File: src/design/assert_macros.svh
// ----------------------------------------------------------------------------
// assert_macros.svh
// Concurrent assertion helpers used by the RTL.
// ----------------------------------------------------------------------------
`ifndef ASSERT_MACROS_SVH
`define ASSERT_MACROS_SVH

// Same-cycle implication, disabled while reset is high.
`define ASSERT_IMPLIES(label, clk, rst, ante, cons) \
   label: assert property (@(posedge clk) disable iff (rst) (ante) |-> (cons)) \
      else $error("assertion failed: same-cycle implication");

// Next-cycle implication, disabled while reset is high.
`define ASSERT_NEXT(label, clk, rst, ante, cons) \
   label: assert property (@(posedge clk) disable iff (rst) (ante) |=> (cons)) \
      else $error("assertion failed: next-cycle implication");

`endif

File: src/design/bsr_pkg.sv
// ----------------------------------------------------------------------------
// bsr_pkg
// Types, codes and defaults of the burst sequence reassembler.
// ----------------------------------------------------------------------------
package bsr_pkg;

   localparam int NUM_CHANNELS_DEF    = 8;
   localparam int MAX_BURST_BYTES_DEF = 128;
   localparam int BYTES_PER_WORD      = 8;

   localparam int CHAN_W = 5;
   localparam int SEQ_W  = 2;
   localparam int CNT_W  = 5;
   localparam int WORD_W = 64;

   localparam logic CMD_DATA  = 1'b0;
   localparam logic CMD_RESET = 1'b1;

   localparam logic KIND_ERROR = 1'b0;
   localparam logic KIND_WORD  = 1'b1;

   localparam logic STATUS_SEQ_ERR = 1'b0;
   localparam logic STATUS_INVALID = 1'b1;

   localparam logic [SEQ_W-1:0] SEQ_OPEN = 2'd0;
   localparam logic [SEQ_W-1:0] SEQ_WRAP = 2'd3;
   localparam logic [SEQ_W-1:0] SEQ_ONE  = 2'd1;

   typedef struct packed {
      logic              cmd;
      logic [CHAN_W-1:0] channel;
      logic [SEQ_W-1:0]  seq;
      logic              last_flag;
      logic [WORD_W-1:0] payload;
   } req_type;

   typedef struct packed {
      logic              kind;
      logic [CHAN_W-1:0] chan_out;
      logic              status;
      logic [WORD_W-1:0] word;
      logic              run_end;
   } rsp_type;

   // controller -> datapath
   typedef struct packed {
      logic capture;    // register the accepted transaction
      logic eval_en;    // commit the decision for the held transaction
      logic rd_en;      // read the next stored word of the run
      logic word_load;  // move the read word into the output register
   } ctrl_cmd_type;

   // datapath -> controller
   typedef struct packed {
      logic dec_err;      // held transaction yields an error response
      logic dec_release;  // held transaction closes a burst
      logic out_free;     // output register can take a result this cycle
      logic rel_last;     // current run word is the final one
   } dp_status_type;

endpackage

File: src/design/bsr_ctrl.sv
// ----------------------------------------------------------------------------
// bsr_ctrl
// Sequencer: accept, evaluate, then stream stored words of a closed burst.
// ----------------------------------------------------------------------------
module bsr_ctrl (
   input  logic                   clock,
   input  logic                   reset,
   input  logic                   req_valid,
   output logic                   req_ready,
   input  bsr_pkg::dp_status_type sts,
   output bsr_pkg::ctrl_cmd_type  cmd
);

   localparam logic [1:0] ST_IDLE  = 2'd0;
   localparam logic [1:0] ST_EVAL  = 2'd1;
   localparam logic [1:0] ST_READ  = 2'd2;
   localparam logic [1:0] ST_DRAIN = 2'd3;

   logic [1:0] state_ff;
   logic [1:0] state_in;

   always_comb begin
      state_in  = state_ff;
      cmd       = '0;
      req_ready = 1'b0;
      unique case (state_ff)
         ST_IDLE: begin
            // no transaction is taken while reset is held
            req_ready = !reset;
            if (req_valid && !reset) begin
               cmd.capture = 1'b1;
               state_in    = ST_EVAL;
            end
         end
         ST_EVAL: begin
            // an error response waits for room in the output register
            if (!sts.dec_err || sts.out_free) begin
               cmd.eval_en = 1'b1;
               state_in    = sts.dec_release ? ST_READ : ST_IDLE;
            end
         end
         ST_READ: begin
            cmd.rd_en = 1'b1;
            state_in  = ST_DRAIN;
         end
         ST_DRAIN: begin
            if (sts.out_free) begin
               cmd.word_load = 1'b1;
               state_in      = sts.rel_last ? ST_IDLE : ST_READ;
            end
         end
      endcase
   end

   always_ff @(posedge clock) begin
      if (reset) begin
         state_ff <= ST_IDLE;
      end else begin
         state_ff <= state_in;
      end
   end

endmodule

File: config.mk
export PLATFORM = sky130hd
export DESIGN_NAME = bsr_ctrl
export DESIGN_NICKNAME = d
export VERILOG_FILES = /design/src/design/assert_macros.svh /design/src/design/bsr_pkg.sv /design/src/design/bsr_ctrl.sv
export SDC_FILE = /design/constraint.sdc
export NUM_CORES = 1
export LEC_CHECK = 0
export BUFFER_PORTS_ARGS = -buffer_cell sky130_fd_sc_hd__buf_2
export CORE_AREA = 2 2 39 41
export CTS_BUF_LIST = sky130_fd_sc_hd__clkbuf_8 sky130_fd_sc_hd__clkbuf_16
export DETAILED_ROUTE_END_ITERATION = 10
export DIE_AREA = 0 0 41 43
export PLACE_DENSITY_LB_ADDON = 0.3
export SLEW_MARGIN = 10
export SYNTH_ARGS = -nofsm -noshare
export SYNTH_HDL_FRONTEND = slang
export SYNTH_SLANG_ARGS = --single-unit
File: constraint.sdc
create_clock -name clock -period 0.8 [get_ports clock]
set_input_delay 0.04 -clock clock [delete_from_list [all_inputs] [get_ports clock]]
set_output_delay 0.04 -clock clock [all_outputs]
set_load 0.005 [all_outputs]
==> impl_metrics.csv <==
group,metric,value,unit
synth,synth_cells,14,
synth,synthTopCellsByArea,"dfxtp_1 33%, a211oi_2 10%, nor3_2 8.2%",
critical_path,startpoint_type,"flop",
global_route,grt-ovfl-total,0,
clock_tree,cts.clk_slew.worst_paths,0.03,ns
clock_tree,clock_path_buffers,2,
critical_path,path_max_fanout,4,
finish,reg_top3,"state_ff: 2 flops",
placed_design,placement.cell_area,201,um2
critical_path,crit_start,"state_ff[1]",
power,p_leak,0.134,nW
critical_path,regToRegSetupSlack,-0.06,ns
placed_design,port_buffers,11,
sta,hold_violations,0,
sta,max_freq,1020,MHz
floorplan,initial_utilization,8.77,%
clock_tree,worstSkewPairLatency,0.21,ns
floorplan,die_h,43,um
global_route,grt_pass1_vias,170,
critical_path,r2r-start,"state_ff[1]",
routing,drt-pass1-iter-count,1,
floorplan,ios,12,
critical_path,worst_setup_path_end_kind,"output pin",
clock_tree,h-tree-depth,1,
worst_hold_path,holdCritPathClass,"in -> reg",
global_route,grt_max_degree,6,
finish,areaGrowthSynthToFinish,160,%
routing,antenna_left,0,
sta,worst_pin_slew,0.151,ns
sta,layout_worst_path_cycle_share,123,%
status,outcome,"finished with violations",
critical_path,arrival,0.94,ns
sta,finalSetupTns,-0.611,ns
power,peakVddDrop,1.20,mV
placed_design,hpwl,317,um
synth,synthesis.nets,21,
global_route,grt_usage,6.51,%
synth,ys_seq_area_share,33.0,%
routing,num_vias,170,
synth,syn_area,121,um2
routing,finalWirelength,447,um
finish,fin_area,315,um2
routing,viasPerCell,3.70,
critical_path,ff2ff_path_depth,3,
sta,slew_viol_final,0,
synth,synth_top_area_cell,"dfxtp_1",
synth,yosysWarnings,0,
critical_path,slowest_stage,"dfxtp_4",
critical_path,r2r_end,"state_ff[0]",
placed_design,place.gp.congestion,0.664,
clock_tree,cts_tree,"done",
sta,holdWs,0.0175,ns
floorplan,die_w,41,um
synth,ys_ff_latch,2,
clock_tree,numCtsBuffers,3,
sta,relSlewSlack,89.9,%
global_route,grt_pass1_wl,724,um
synth,synthDominantCellAreaShare,33.0,%
sta,setup_violations,7,
floorplan,die_area,1760,um2
power,power_density,2010,nW/um2
clock_tree,clock-sinks,2,
clock_tree,cts-root-buf,"clkbuf_8",
finish,regMostFlops,"state_ff",
sta,rsz0062_at_grt,"yes",
critical_path,slowest_delay,0.35,ns
critical_path,endpoint,"cmd[3]",
global_route,antenna_found_initial,0,
routing,wire_per_inst,9.72,um
synth,ys_types,13,
finish,diodes,0,
sta,setup_slack,-0.183,ns
critical_path,crit_type,"reg -> out",
finish,fin_cells,46,
critical_path,path_cells,"nor3_4 > and2_1 > buf_2",
routing,drtIter0Drc,0,
routing,route.detailed.drc,0,
critical_path,required,0.76,ns
sta,period_minus_slack,0.983,ns
job,maxCapViolations,0,
synth,avgSynthCellArea,8.67,um2
status,violations,"setup timing",
finish,largest_reg_flops,2,
finish,layout-drive-gt1-share,83.3,%
floorplan,coreArea,1380,um2
sta,clock_skew,0.00338,ns
placed_design,dpl.cell_count,41,
finish,fin_nets,39,
floorplan,num_rows,14,
finish,fin_util,22.8,%
[cells by family after synthesis]
logic type | count (synthesis) | synth area share, %
AOI/OAI and AO/OA | 4 | 27.8
DFF | 2 | 33.0
and+or+nand+nor | 8 | 39.2
[metal layers]
layer / GRT usage, % / up-vias / wire length [um]
met1: 9.24 / 71 / 216
met5: 0 / - / 0
met3: 6.28 / 0 / 80
met2: 6.56 / 14 / 150
met4: 2.00 / 0 / 0
li1: - / 85 / -
[layout make-up]
class	instances	area, um2
multi-input cells	12	126
clock buffers	3	41.3
repair buffers	13	80.1
fillers	160	1070
flip-flops and latches	2	47.5
well taps	16	20.0
[layout by cell type (no fill, tap or decap)]
cell type  synthesis  routed
o21bai_1           1       1
buf_2              0      10
nor2b_1            1       1
buf_6              0       2
nor3_4             0       2
dfxtp_4            0       2
nand2b_1           1       1
a211oi_2           1       2
nor2_2             0       1
a31oi_4            0       1
nand2_1            1       1
clkbuf_8           0       3
and2_1             1       1
and3_4             0       1
buf_4              0       1
[critical path, delay by kind of cell (launching register included)]
family | cells | cell delay, ns
DFF | 1 | 0.35
and+or+nand+nor | 2 | 0.28
buffers and inverters | 1 | 0.10
[cell usage after synthesis, drive strengths merged]
cell,instances
a211oi,2
dfxtp,2
nor3,2
a31oi,1
and2,1
and3,1
nand2,1
nand2b,1
nor2,1
nor2b,1
o21bai,1
[metrics by stage]
| stage | setup slack [ns] | power (mW) |
|---|---|---|
| final | -0.183 | 0.633 |
| after global routing | -0.259 | 0.682 |
| after CTS | -0.197 | 0.629 |
| after detailed placement | -0.0477 | 0.197 |
| after global placement | -0.0699 | 0.199 |
| after floorplan | 0.00637 | 0.156 |
[worst min path at each step]
stage,depth (start not counted),endpoint,start
after floorplan,1,req_ready,reset
after global placement,2,state_ff[1],sts[0]
after detailed placement,2,state_ff[1],sts[0]
after CTS,2,state_ff[1],sts[0]
after global routing,2,state_ff[1],sts[0]
final,2,state_ff[1],sts[0]
[where the power goes]
group	total, mW	switching [mW]	leakage, nW	internal (mW)
combinational	0.124	0.0561	0.0948	0.0684
clock	0.385	0.0680	0.0216	0.317
sequential	0.123	0.0143	0.0178	0.109
[repair_timing]
item,CTS,global route
resized for setup,10,3
pin swaps,4,3
hold buffers,0,0
endpoints found under the setup margin,7,7
buffers inserted,2,0
Power figures use the tool's default switching activity.
